## src/hw/rtl/gwm_pkg.sv

```systemverilog
package gwm_pkg;

  localparam int unsigned BUF_LEN    = 32768;
  localparam int unsigned MAX_GRAINS = 256;

  localparam int unsigned ADDR_W = $clog2(BUF_LEN);
  localparam int unsigned SLOT_W = (MAX_GRAINS > 1) ? $clog2(MAX_GRAINS) : 1;
  localparam int unsigned SMP_W  = 16;
  localparam int unsigned LEN_W  = 15;
  localparam int unsigned RCP_W  = 32;
  localparam int unsigned OUT_W  = 24;
  // each term is at most 2^15 in magnitude, summed over all slots
  localparam int unsigned ACC_W  = SMP_W + SLOT_W + 1;

  localparam logic [LEN_W-1:0] GRAIN_LEN_RESET = LEN_W'(4410);
  localparam logic [LEN_W-1:0] BLOCK_OFF_RESET = LEN_W'(64);
  // floor(2^31 / L) for the reset grain length
  localparam logic [RCP_W-1:0] RECIP_RESET =
    RCP_W'((64'd1 << 31) / 64'(GRAIN_LEN_RESET));

  localparam logic signed [ACC_W-1:0] SAT_HI =
    {{(ACC_W-OUT_W+1){1'b0}}, {(OUT_W-1){1'b1}}};
  localparam logic signed [ACC_W-1:0] SAT_LO = ~SAT_HI;

  // register map
  localparam logic REG_GRAIN_LEN = 1'b0;
  localparam logic REG_BLOCK_OFF = 1'b1;

  typedef struct packed {
    logic signed [SMP_W-1:0] sample;
    logic                    trigger;
    logic [LEN_W-1:0]        start_offset;
  } gwm_in_t;

  typedef struct packed {
    logic signed [OUT_W-1:0] mixed_sample;
    logic                    trigger_dropped;
  } gwm_out_t;

  typedef struct packed {
    logic [ADDR_W-1:0] ridx;
    logic [LEN_W-1:0]  pos;
    logic [LEN_W-1:0]  len;
    logic [RCP_W-1:0]  recip;
  } gwm_slot_t;

  typedef struct packed {
    logic        en;
    logic [31:0] a;
    logic [31:0] b;
  } gwm_mul_req_t;

  typedef struct packed {
    logic             busy;
    logic [RCP_W-1:0] recip;
  } gwm_recip_t;

  typedef enum logic [2:0] {
    ST_IDLE,
    ST_SLOT,
    ST_FETCH,
    ST_MUL_WIN,
    ST_MUL_RECIP,
    ST_MUL_CHECK,
    ST_ACC,
    ST_DONE
  } gwm_state_e;

endpackage

```

## src/hw/rtl/gwm_mul.sv

```systemverilog
module gwm_mul (
  input  logic                  clk_i,
  input  gwm_pkg::gwm_mul_req_t req_i,
  output logic [63:0]           prod_o
);
  import gwm_pkg::*;

  logic [63:0] prod_q;

  always_ff @(posedge clk_i) begin
    if (req_i.en) begin
      prod_q <= req_i.a * req_i.b;
    end
  end

  assign prod_o = prod_q;

endmodule

```

## config.mk

```make
export PLATFORM = sky130hd
export DESIGN_NAME = gwm_mul
export DESIGN_NICKNAME = d
export VERILOG_FILES = /design/src/hw/rtl/gwm_pkg.sv /design/src/hw/rtl/gwm_mul.sv
export SDC_FILE = /design/constraint.sdc
export NUM_CORES = 2
export LEC_CHECK = 0
export ABC_AREA = 1
export BUFFER_PORTS_ARGS = -buffer_cell sky130_fd_sc_hd__buf_2
export CAP_MARGIN = 20
export CELL_PAD_IN_SITES_DETAIL_PLACEMENT = 0
export CELL_PAD_IN_SITES_GLOBAL_PLACEMENT = 1
export CORE_MARGIN = 2
export CORE_UTILIZATION = 40
export CTS_CLUSTER_SIZE = 24
export DETAILED_ROUTE_END_ITERATION = 8
export PLACE_DENSITY = 0.75
export SYNTH_ARGS = -nofsm -noshare
export SYNTH_HDL_FRONTEND = slang
export SYNTH_SLANG_ARGS = --single-unit
```

## constraint.sdc

```tcl
create_clock -name clk_i -period 8.5 [get_ports clk_i]
set_input_delay 0.85 -clock clk_i [delete_from_list [all_inputs] [get_ports clk_i]]
set_output_delay 0.85 -clock clk_i [all_outputs]
set_load 0.02 [all_outputs]
```

**Word level (Yosys, flattened, before mapping)**

Cells that the tools add are included.

- Output and inout port bits: 64
- Memory bits (writable): 0
- Memory bits (read-only): 0
- Memories: 0
- Bits in latches: 0
- Register bits: 64
- Bits of input ports: 66

- Shifts and indexed selects: 0
- $mul: 1
- Divide/modulo/power cells: 0
- Add/subtract/negate cells: 0
- Bitwise logic cells: 0
- Reductions and logical operators: 0
- Equality and inequality tests: 0
- Multiplexer cells: 0
- $lt $le $gt $ge: 0

Operator list:

| cell | number |
|---|---|
| $mul 32x32->64 | 1 |

**Logic depth before layout (Yosys ltp)**

- Depth after elaboration: 1
- Depth in mapped cells: 30
- Gate-level depth less buffers: 29

**Least setup slack after synthesis**

No wires, ideal clock.

- Kind: input -> register
- Start: input req_i[57] (netlist name)
- End: register prod_q[60] (netlist: prod_o[60]), data pin
- Data required time: 8.248 ns
- Library setup time: 0.252 ns
- Slack: 1.695 ns
- Stages: 26
- Arrival: 6.552 ns
- Buffers on the path: 1
- Cells stage by stage: clkbuf_1 -> nand2_1 -> fa_1 -> inv_1 -> fa_1 -> inv_1 -> fa_1 -> inv_1 -> fa_1 -> fa_1 -> fa_1 -> fa_1 -> inv_1 -> fa_1 -> inv_1 -> ha_1 -> nand2_1 -> nand2_1 -> a21oi_1 -> nand2_1 -> nand2_1 -> nand2_1 -> a21oi_1 -> nand2_1 -> nand2_1 -> nand2_1

- Word-level cells in the longest chain between the ends: 1

Ends and longest elaborated chain:

| what | line | source |
|---|---|---|
| start: declaration | gwm_mul.sv:3 | `input gwm_pkg::gwm_mul_req_t req_i,` |
| $mul 32x32->64 | gwm_mul.sv:12 | `prod_q <= req_i.a * req_i.b;` |
| end signal: assignment | gwm_mul.sv:12 |  |
| end: declaration | gwm_mul.sv:8 | `logic [63:0] prod_q;` |

No other way between the ends.
A chain may end at the register's enable or synchronous reset.

**Worst setup path after layout**

- Start: input req_i[41] (netlist name)
- End: register prod_q[26] (netlist: prod_o[26]), data pin

Same word-level chain as after synthesis.

==> summary.md <==
| Metric | Value |
|---|---|
| Status | finished, final reports clean |
| Largest net degree at the start of global routing | 65 |
| # DRC | 0 |
| Yosys reg bits | 64 |
| Crit end category | register |
| Ports | 130 |
| First-pass GRT wire length | about 170000 um |
| Port Buf Inserts | around 130 |
| # resized after CTS | 0 |
| Clock Path Buffers | 2 |
| H-tree depth | 3 |
| Post-route ant nets | 0 |
| GR Overflow Total | 0 |
| Max reg flops | 64 |
| Pins Over Slew Limit | 0 |
| Setup TNS | 0 ns |
| Vias in the first global route | 31.6k |
| Tcrit/Tclk final | 0.891 |
| CTS Buf Count | 9 |
| Hold endpoint | prod_o[0] |
| Worst slew pin tran | 0.956 ns |
| NumNets Final | 6248 |
| Setup Crit Path Kind | input pin to register |
| Multi-input gate area | about 0.029 sq mm |
| Top FF cell, synth | edfxtp_1 |
| Layout fillers | 9742 |
| Post-synth EDFFs | 64 |
| Reg area | around 0.0019 sq mm |
| Final Hold Viols | 0 |
| Final setup viols | 0 |
| RSZ-0062 raised after global routing | false |
| Die width | 312 um |
| CTS Sinks | 64 |
| Critical Path AT | 7.67 ns |
| DR WL/cell | approximately 17 um |
| Critical path, cell by cell | buf_2, buf_4, nand2_1, inv_1, fa_1, inv_1, fa_1, fa_1, fa_1, inv_1, fa_1, fa_1, fa_1, fa_1, ha_1, nand2_1, nand2_1, nand2_1, nand2_1, a21oi_1, nand3_2, xor2_1 |
| Routed Wire Length | between 100000 and 150000 um |
| Max incr delay on CP | about 0.60 ns |
| Gpl congestion | 0.919 |
| Cell mode on critical path | fa_1 |
| Largest area contributor in the netlist | fa_1 |
| Hold depth | 3 |
| DP HPWL | just over 90000 um |
| Max-slew headroom | 0.362 |
| Core Area | between 0.09 and 0.1 sq mm |
| Top cells by area, synth | fa_1 (47%), inv_1 (17%), nand2_1 (15%) |
| Synth Instances | 5023 |
| Hold-fix buffers at CTS | 0 |
| Syn_nets | approximately 6.2k |
| Row count | 113 |
| Root Buffer | clkbuf_16 |
| Sequential element share of the synthesized area | 0.0505 |
| Clock transition at path regs | around 0.060 ns |
| Worst path required time | 8.59 ns |
| P&R area growth vs syn | 5.77% |
| All-layer global routing usage | 0.229 |
| Startpoint Class | input pin |
| CP Max Fanout | 25 |
| Hold Startpoint | req_i[0] |
| Synth Warn # | 0 |
| Layout cells sized above 1 | 0.0513 |
| DRT Pass-1 Iters | 6 |
| Max-cap violations | 0 |
| CTS tree | yes |
| Synth top area share | 0.472 |
| Avg Vias per Cell | around 4.6 |
| Synth cell types | 23 |
| Antenna violations before repair | 5 |
| Syn avg cell area | between 7 and 8 sq um |
| Setup bufs post-CTS | 0 |
| Fin crit period | roughly 7.6 ns |
| Initial core utilization | 0.402 |
| Delay-heaviest family, CP | adder cells |
| Die area | around 0.098 sq mm |
| Cell Area, Synth | approximately 0.038 sq mm |
| Max frequency | 132 MHz |
| Crit-path slowest cell | buf_2 |
| Buffers & Inverters on Critical Path | 5 |
| Ys async rst share | 0 |
| Starting DRT DRC Count | 1687 |
| Hold/Removal Path Class | input pin to register |
| Via count | 29.2k |
| Die Height | 312 um |
[worst max-delay path by stage]
| stage | slack, ns | from | cells past startpoint | end |
|---|---|---|---|---|
| global route | 0.65 | req_i[41] | 22 | prod_o[26] |
| floorplan | 1.70 | req_i[57] | 26 | prod_o[60] |
| CTS | 0.89 | req_i[41] | 22 | prod_o[26] |
| global placement | 0.51 | req_i[41] | 22 | prod_o[26] |
| detailed placement | 0.54 | req_i[41] | 22 | prod_o[26] |
| finish | 0.93 | req_i[41] | 22 | prod_o[26] |
[cells in the mapped netlist, types with 6 or more instances]
master / n
nor2_2: 14
nor2_4: 6
nor3_1: 11
edfxtp_1: 64
o21bai_1: 11
inv_1: 1723
nand3_1: 56
nand2_2: 15
nand2_1: 1566
a21oi_1: 43
clkbuf_1: 192
fa_1: 896
nor2_1: 81
ha_1: 263
inv_2: 12
nand4_1: 16
nand3_2: 9
nor3_2: 6
xor2_1: 33
[cell families after synthesis]
kind of cell | share of synthesized area
buffers and inverters | 0.190
and+or+nand+nor | 0.185
adders and majority gates | 0.558
DFF | 0.0505
AOI/OAI and AO/OA | 0.00839
xor gates and xnor gates | 0.00806
[placed cells by master (no fill, tap or decap), types with 16 or more instances in the layout]
master | Yosys | routed
a21oi_1 | 43 | 43
buf_2 | 0 | 129
buf_4 | 0 | 52
edfxtp_1 | 64 | 64
fa_1 | 896 | 896
ha_1 | 263 | 263
inv_1 | 1723 | 1723
nand2_1 | 1566 | 1566
nand3_1 | 56 | 56
nand4_1 | 16 | 16
nor2_1 | 81 | 81
xor2_1 | 33 | 33
[routing by layer]
metal / wire length [um] / up-vias / track usage / share of wire
met3: 5570 / 142 / 0.0259 / 0.052
li1: - / 13700 / - / -
met2: 53000 / 771 / 0.398 / 0.50
met1: 45600 / 14600 / 0.307 / 0.43
met4: 2710 / 0 / 0.0532 / 0.025
met5: 0 / - / 0 / 0
[through the flow]
step                 util  instance area, sq um  hold WS (ns)  setup WS, ns  instances
floorplan               -                 38000         0.962          1.70       5023
global placement    0.422                 39900          1.30         0.513       6277
detailed placement  0.422                 39900          1.29         0.537       6277
CTS                 0.425                 40200          1.16         0.889       6293
global route        0.425                 40200          1.21         0.651       6294
finish              0.425                 40200          1.17         0.927       6296
[cell type report]
type,instances,share of cell area
multi-input cells,3032,0.718
inverters,1735,0.162
flip-flops and latches,64,0.0478
well taps,1265,0.0393
repair buffers,181,0.0257
clock buffers,9,0.00560
clock inverters,7,0.00155
diodes,3,0.000187
Power is not shown: default switching activity piles up to over one toggle a cycle in this logic, so the estimate is an artifact.
