===== src/hw/rtl/gwm_pkg.sv =====
package gwm_pkg;

  localparam int unsigned BUF_LEN    = 32768;
  localparam int unsigned MAX_GRAINS = 256;

  localparam int unsigned ADDR_W = $clog2(BUF_LEN);
  localparam int unsigned SLOT_W = (MAX_GRAINS > 1) ? $clog2(MAX_GRAINS) : 1;
  localparam int unsigned SMP_W  = 16;
  localparam int unsigned LEN_W  = 15;
  localparam int unsigned RCP_W  = 32;
  localparam int unsigned OUT_W  = 24;
  // each term is at most 2^15 in magnitude, summed over all slots
  localparam int unsigned ACC_W  = SMP_W + SLOT_W + 1;

  localparam logic [LEN_W-1:0] GRAIN_LEN_RESET = LEN_W'(4410);
  localparam logic [LEN_W-1:0] BLOCK_OFF_RESET = LEN_W'(64);
  // floor(2^31 / L) for the reset grain length
  localparam logic [RCP_W-1:0] RECIP_RESET =
    RCP_W'((64'd1 << 31) / 64'(GRAIN_LEN_RESET));

  localparam logic signed [ACC_W-1:0] SAT_HI =
    {{(ACC_W-OUT_W+1){1'b0}}, {(OUT_W-1){1'b1}}};
  localparam logic signed [ACC_W-1:0] SAT_LO = ~SAT_HI;

  // register map
  localparam logic REG_GRAIN_LEN = 1'b0;
  localparam logic REG_BLOCK_OFF = 1'b1;

  typedef struct packed {
    logic signed [SMP_W-1:0] sample;
    logic                    trigger;
    logic [LEN_W-1:0]        start_offset;
  } gwm_in_t;

  typedef struct packed {
    logic signed [OUT_W-1:0] mixed_sample;
    logic                    trigger_dropped;
  } gwm_out_t;

  typedef struct packed {
    logic [ADDR_W-1:0] ridx;
    logic [LEN_W-1:0]  pos;
    logic [LEN_W-1:0]  len;
    logic [RCP_W-1:0]  recip;
  } gwm_slot_t;

  typedef struct packed {
    logic        en;
    logic [31:0] a;
    logic [31:0] b;
  } gwm_mul_req_t;

  typedef struct packed {
    logic             busy;
    logic [RCP_W-1:0] recip;
  } gwm_recip_t;

  typedef enum logic [2:0] {
    ST_IDLE,
    ST_SLOT,
    ST_FETCH,
    ST_MUL_WIN,
    ST_MUL_RECIP,
    ST_MUL_CHECK,
    ST_ACC,
    ST_DONE
  } gwm_state_e;

endpackage


===== src/hw/rtl/gwm_recip.sv =====
module gwm_recip (
  input  logic                      clk_i,
  input  logic                      rst_ni,
  input  logic                      start_i,
  input  logic [gwm_pkg::LEN_W-1:0] divisor_i,
  output gwm_pkg::gwm_recip_t       stat_o
);
  import gwm_pkg::*;

  // restoring division of 2^31 by the divisor, one quotient bit a cycle
  logic             busy_q, busy_d;
  logic [4:0]       cnt_q, cnt_d;
  logic [LEN_W-1:0] rem_q, rem_d;
  logic [LEN_W-1:0] div_q, div_d;
  logic [RCP_W-1:0] quo_q, quo_d;
  logic [LEN_W:0]   shifted;
  logic             fits;

  always_comb begin
    shifted = {rem_q, (cnt_q == 5'd31)};
    fits    = shifted >= {1'b0, div_q};
    busy_d  = busy_q;
    cnt_d   = cnt_q;
    rem_d   = rem_q;
    div_d   = div_q;
    quo_d   = quo_q;
    if (start_i) begin
      busy_d = 1'b1;
      cnt_d  = 5'd31;
      rem_d  = '0;
      div_d  = divisor_i;
    end else if (busy_q) begin
      quo_d = {quo_q[RCP_W-2:0], fits};
      rem_d = fits ? LEN_W'(shifted - {1'b0, div_q}) : shifted[LEN_W-1:0];
      cnt_d = cnt_q - 5'd1;
      if (cnt_q == 5'd0) begin
        busy_d = 1'b0;
      end
    end
  end

  always_ff @(posedge clk_i or negedge rst_ni) begin
    if (!rst_ni) begin
      busy_q <= 1'b0;
      cnt_q  <= '0;
      quo_q  <= RECIP_RESET;
    end else begin
      busy_q <= busy_d;
      cnt_q  <= cnt_d;
      quo_q  <= quo_d;
    end
  end

  always_ff @(posedge clk_i) begin
    rem_q <= rem_d;
    div_q <= div_d;
  end

  assign stat_o.busy  = busy_q;
  assign stat_o.recip = quo_q;

endmodule


===== config.mk =====
export PLATFORM = sky130hd
export DESIGN_NAME = gwm_recip
export DESIGN_NICKNAME = d
export VERILOG_FILES = /design/src/hw/rtl/gwm_pkg.sv /design/src/hw/rtl/gwm_recip.sv
export SDC_FILE = /design/constraint.sdc
export NUM_CORES = 1
export LEC_CHECK = 0
export ABC_CLOCK_PERIOD_IN_PS = 3300
export BUFFER_PORTS_ARGS = -buffer_cell sky130_fd_sc_hd__buf_2
export CORE_MARGIN = 5
export CORE_UTILIZATION = 35
export CTS_CLUSTER_DIAMETER = 60
export CTS_CLUSTER_SIZE = 25
export DETAILED_ROUTE_END_ITERATION = 16
export PLACE_DENSITY = 0.6
export SLEW_MARGIN = 10
export SYNTH_ARGS = -nofsm -noshare
export SYNTH_HDL_FRONTEND = slang
export SYNTH_SLANG_ARGS = --single-unit

===== constraint.sdc =====
create_clock -name clk_i -period 3.3 [get_ports clk_i]
set_input_delay 0.66 -clock clk_i [delete_from_list [all_inputs] [get_ports clk_i]]
set_output_delay 0.66 -clock clk_i [all_outputs]
set_load 0.05 [all_outputs]

==> Yosys cells after proc, flatten, opt, wreduce, memory -nomap -nowiden <==
Index checks and enable logic that the tools add are counted.
W data, S select, Z words.
{ "totals": {"reg_bits": 68, "inputBits": 18, "out_inout_bits": 33, "word_cells": 19} }
{ "op_classes": {"addsub": 2, "magnitude_cmp": 1, "n_eq_ne": 1, "muxes": 6, "bitwise": 1, "reduce_logical": 3} }
{ "op_table": {"columns": ["cell", "n"], "rows": [
  ["$ge A16 B15 Y1", 1],
  ["$mux W15", 1],
  ["$sub A15 B15 Y15", 1],
  ["$mux W5", 2],
  ["$eq A5 B5 Y1 const B", 1],
  ["$logic_not A5 Y1", 1],
  ["$sub A5 B1 Y5 const B", 1],
  ["$mux W1", 3],
  ["$reduce_and A2 Y1", 1],
  ["$reduce_bool A2 Y1", 1],
  ["$not A1 Y1", 1]
]} }

==> Logic depth before layout (Yosys ltp) <==
{ "depth": {"word_depth": 4, "ltp_mapped": 12, "depth_no_buf": 10} }

==> Least setup slack after synthesis <==
OpenSTA, ideal clock, no wires.
{ "synth_timing": {"path_kind": "register to register", "start": "register cnt_q[0]", "end": "register rem_q[13]", "setup_time_ps": 122, "arrival_time_ps": 2499, "required_time_ps": 3178, "setup_slack_ps": 679, "stages_incl_launch_ff": 13, "n_path_buf": 2, "period_less_slack_ps": 2621, "path_cell_list": "dfrtp_1 -> ha_1 -> nand4_1 -> ha_1 -> fa_1 -> nor2b_1 -> o22ai_1 -> a211oi_2 -> nor3_2 -> and2_4 -> buf_6 -> buf_6 -> a221o_1"} }
{ "synth_via": {"elab_chain_cells": 3, "word_cells_on_any_way": 4, "classes_between": "add/sub: 1; order compare: 1; eq/ne: 1; mux: 1"} }
{ "synth_lines": {"columns": ["element", "line", "source"], "rows": [
  ["start, declared", "gwm_recip.sv:12", "logic [4:0] cnt_q, cnt_d;"],
  ["start signal, assigned", "gwm_recip.sv:49", "cnt_q <= cnt_d;"],
  ["$eq A5 B5 Y1 *", "gwm_recip.sv:20", "shifted = {rem_q, (cnt_q == 5'd31)};"],
  ["$sub A15 B15 Y15 / $ge A16 B15 Y1 (equally long branches)", "gwm_recip.sv:34, gwm_recip.sv:21", null],
  ["$mux W15 *", "gwm_recip.sv:34", "rem_d = fits ? LEN_W'(shifted - {1'b0, div_q}) : shifted[LEN_W-1:0];"],
  ["end signal, assigned", "gwm_recip.sv:55", "rem_q <= rem_d;"],
  ["end, declared", "gwm_recip.sv:13", "logic [LEN_W-1:0] rem_q, rem_d;"]
]} }
Mark *: on every way between the ends. The rest lies on a longest branch, timed or not.
A chain may end at the register's enable or synchronous reset.

==> Final worst setup path <==
{ "layout_timing": {"start": "register cnt_q[0]", "end": "register rem_q[2]"} }
The elaborated chain is that of the path after synthesis.

==> results.py <==
metrics = {
    "synthesis": {
        "synth_nets": 407,
        "yosys_most_used_dff": "dfrtp_1",
        "ys_async_sr_fraction_pct": 55.9,
        "synthAdderAreaFrac_pct": 6.99,
        "ys.warnings.count": 0,
        "synth_area_um2": 3510,
        "syn_area_per_cell_um2": 9.48,
        "synth_top_area_share_pct": 18.5,
        "synth_edf_count": 15,
        "synth_compound_area_share_pct": 12.6,
        "synth-xor-area-share_pct": 3.74,
        "synth_top_family_by_area": "simple AND/OR/NAND/NOR gates",
        "synth.distinct_cells": 51,
        "synth.largest_area_cell": "dfrtp_1",
        "muxShareOfSynthArea_pct": 0,
        "yosys.area_share.simple_pct": 22.7,
        "ys_ff_latch": 68,
        "synth_area_leaders": "dfrtp_1 19%, edfxtp_1 13%, nand2_1 12%",
        "synth-seq-area-share_pct": 48.9,
        "synthCells": 370,
    },
    "pwr": {
        "peakVddDrop_uv": 357,
        "switching_share_pct": 33.8,
        "net-switching-power_mw": 0.750,
        "power_leakage_nw": 1.97,
        "power_mw": 2.22,
        "clkPwrFrac_pct": 32.2,
        "p_seq_share_pct": 45.3,
        "power_per_cell_area_nw_per_um2": 544,
        "internal-power_mw": 1.47,
        "combPwrFrac_pct": 22.5,
    },
    "run": {
        "maxCapViolations": 0,
    },
    "timing": {
        "relSlewSlack_pct": 46.8,
        "finClkSkew_ps": 8.40,
        "fmax_ghz": 0.371,
        "rsz0062_at_grt": "no",
        "tightest_slew_ps": 798,
        "min_period_ps": 2690,
        "finalHoldViolCount": 0,
        "layout_setup_ws_ps": 608,
        "final-max-slew-violation-count": 0,
        "finalSetupTns_ps": 0,
        "setup_viol": 0,
        "period_share_pct": 81.6,
    },
    "drt": {
        "routedWlPerCell_um": 14.0,
        "drt_wl_total_mm": 7.80,
        "num_vias": 2742,
        "drc": 0,
        "drtAntennaViolNets": 0,
        "viasPerCell": 4.91,
        "first_pass_iters": 5,
        "drt_iter0_drc": 90,
    },
    "setup_path": {
        "critPathCaptureType": "flop",
        "cp_cell_sequence": "ha_1 -> nand4_1 -> ha_1 -> fa_1 -> nor2b_1 -> o22ai_1 -> a211oi_2 -> nor3_2 -> and2_4 -> a221o_2",
        "start_kind": "flop",
        "crit_slowest_cell": "dfrtp_1",
        "slowest_delay_ps": 410,
        "path_delay_family": "adder cells",
        "path_buf_inv": 0,
        "criticalPathCategory": "flop to flop",
        "critPathRequiredTime_ps": 3540,
        "cpMostUsedCell": "ha_1",
        "worst_ep_arrival_time_ps": 2940,
        "cp_max_fo": 16,
    },
    "floorplanning": {
        "die_h_um": 110,
        "die_w_um": 110,
        "initial_core_util_pct": 35.9,
        "dieArea_um2": 12100,
        "rows": 36,
        "core_area_um2": 9770,
        "ios": 51,
    },
    "clock_network": {
        "numClockSinks": 68,
        "cts_setup_buffers": 0,
        "clk_path_buf_depth": 2,
        "cts_tree": "built",
        "numCtsBuffers": 9,
        "clock_latency_ps": 350,
        "ctsHtreeMaxLevel": 3,
        "root_buffer": "clkbuf_8",
        "clkSlewWorstSetupHoldPaths_ps": 80,
        "hold_buffers": 0,
        "cts_resized": 0,
    },
    "global_route": {
        "grt_max_degree": 39,
        "grt_pass1_vias": 2836,
        "grt_pass1_wl_mm": 13.3,
        "gr-total-overflow": 0,
        "grt_usage_pct": 14.1,
        "antenna_found_initial": 0,
    },
    "hold_path": {
        "min_path_type": "primary input to async pin",
    },
    "final_layout": {
        "drive_gt1_share_pct": 23.5,
        "final_cell_mix": "112 x nand2_1, 50 x buf_2, 26 x dfrtp_1, 21 x inv_1, 18 x ha_1",
        "area_delta_synth_final_pct": 16.3,
        "num-fill-cells": 979,
        "final_nets": 457,
        "final_common_cell": "nand2_1",
        "final_core_utilization_pct": 41.7,
        "antennaDiodeCount": 0,
    },
    "placement": {
        "gp_congestion": 0.875,
        "post-dp-hpwl_mm": 5.47,
        "pre_cts_slack_ps": 591,
        "io_buffers": 50,
    },
    "outcome": {
        "status": "finished clean",
    },
}
[power groups by stage]
stage	Sequential, mW	Combinational (mW)	Clock, mW
global placement	1.02	0.500	0
finish	1.00	0.499	0.716
global route	1.02	0.544	0.777
floorplan	1.21	0.188	0
CTS	1.01	0.505	0.742
detailed placement	1.02	0.505	0
[area by class of cell]
type | instances | area (µm²) | share of cell area, %
sequential | 68 | 1720 | 42.1
multi-input combinational | 265 | 1620 | 39.6
clock inverter | 4 | 27.5 | 0.675
inverter | 21 | 78.8 | 1.93
clock buffer | 12 | 188 | 4.60
tap | 133 | 166 | 4.08
timing repair buffer | 55 | 288 | 7.05
[flip-flops by register name, indices dropped and copies added (netlist names)]
register	count
busy_q	1
cnt_q	5
div_q	15
quo_q	32
rem_q	15
[cells in the mapped netlist, drive strengths merged, types with 3 or more instances]
master	number
nor2	13
o21ai	10
clkbuf	8
a211oi	3
a221o	15
edfxtp	15
nor3	7
nand2	112
ha	18
and2	17
buf	8
xnor2	13
nor2b	3
nand4	3
inv	21
or2	3
dfxtp	15
o21a	3
a21oi	13
dfstp	12
nand2b	7
dfrtp	26
[stage by stage]
stage               cells  instance area [µm²]  hold WS, ps
detailed placement    542                 3860          456
global placement      542                 3860          450
global route          558                 4080          443
CTS                   558                 4080          411
floorplan             370                 3510          364
finish                558                 4080          388
[metal layers]
layer | global-route usage (%) | up-vias | wire length, µm
li1 | - | 1356 | -
met1 | 17.7 | 1302 | 3590
met2 | 22.0 | 74 | 3540
met3 | 5.71 | 10 | 586
met4 | 5.01 | 0 | 89
met5 | 0 | - | 0
[kinds of logic after synthesis]
| logic type | Yosys count |
|---|---|
| AO/OA/AOI/OAI | 57 |
| adder cells (fa/ha/maj) | 19 |
| buffers and inverters | 37 |
| flip-flops | 68 |
| XOR/XNOR | 15 |
| AND/OR/NAND/NOR | 174 |
[worst reg2reg max path: cells and delay by family, from the launching register on]
kind | cells | cell delay [ps]
and+or+nand+nor | 4 | 570
DFF | 1 | 410
AOI/OAI and AO/OA | 3 | 790
adders and majority gates | 3 | 810
[final timing paths]
kind	from	cells past startpoint	end	slack, ps
max in group asynchronous	rst_ni	1	quo_q[12]$_DFFE_PN0P_	2410
min	rst_ni	1	quo_q[31]$_DFFE_PN0P_	390
min reg2reg	quo_q[9]$_DFFE_PN1P_	2	quo_q[10]$_DFFE_PN1P_	460
min in group clk_i	quo_q[9]$_DFFE_PN1P_	2	quo_q[10]$_DFFE_PN1P_	460
max reg2reg	cnt_q[0]$_DFFE_PN0P_	10	rem_q[2]$_SDFFE_PP0P_	610
max	cnt_q[0]$_DFFE_PN0P_	10	rem_q[2]$_SDFFE_PP0P_	610
No activity file was read; power rests on OpenSTA's default activity.
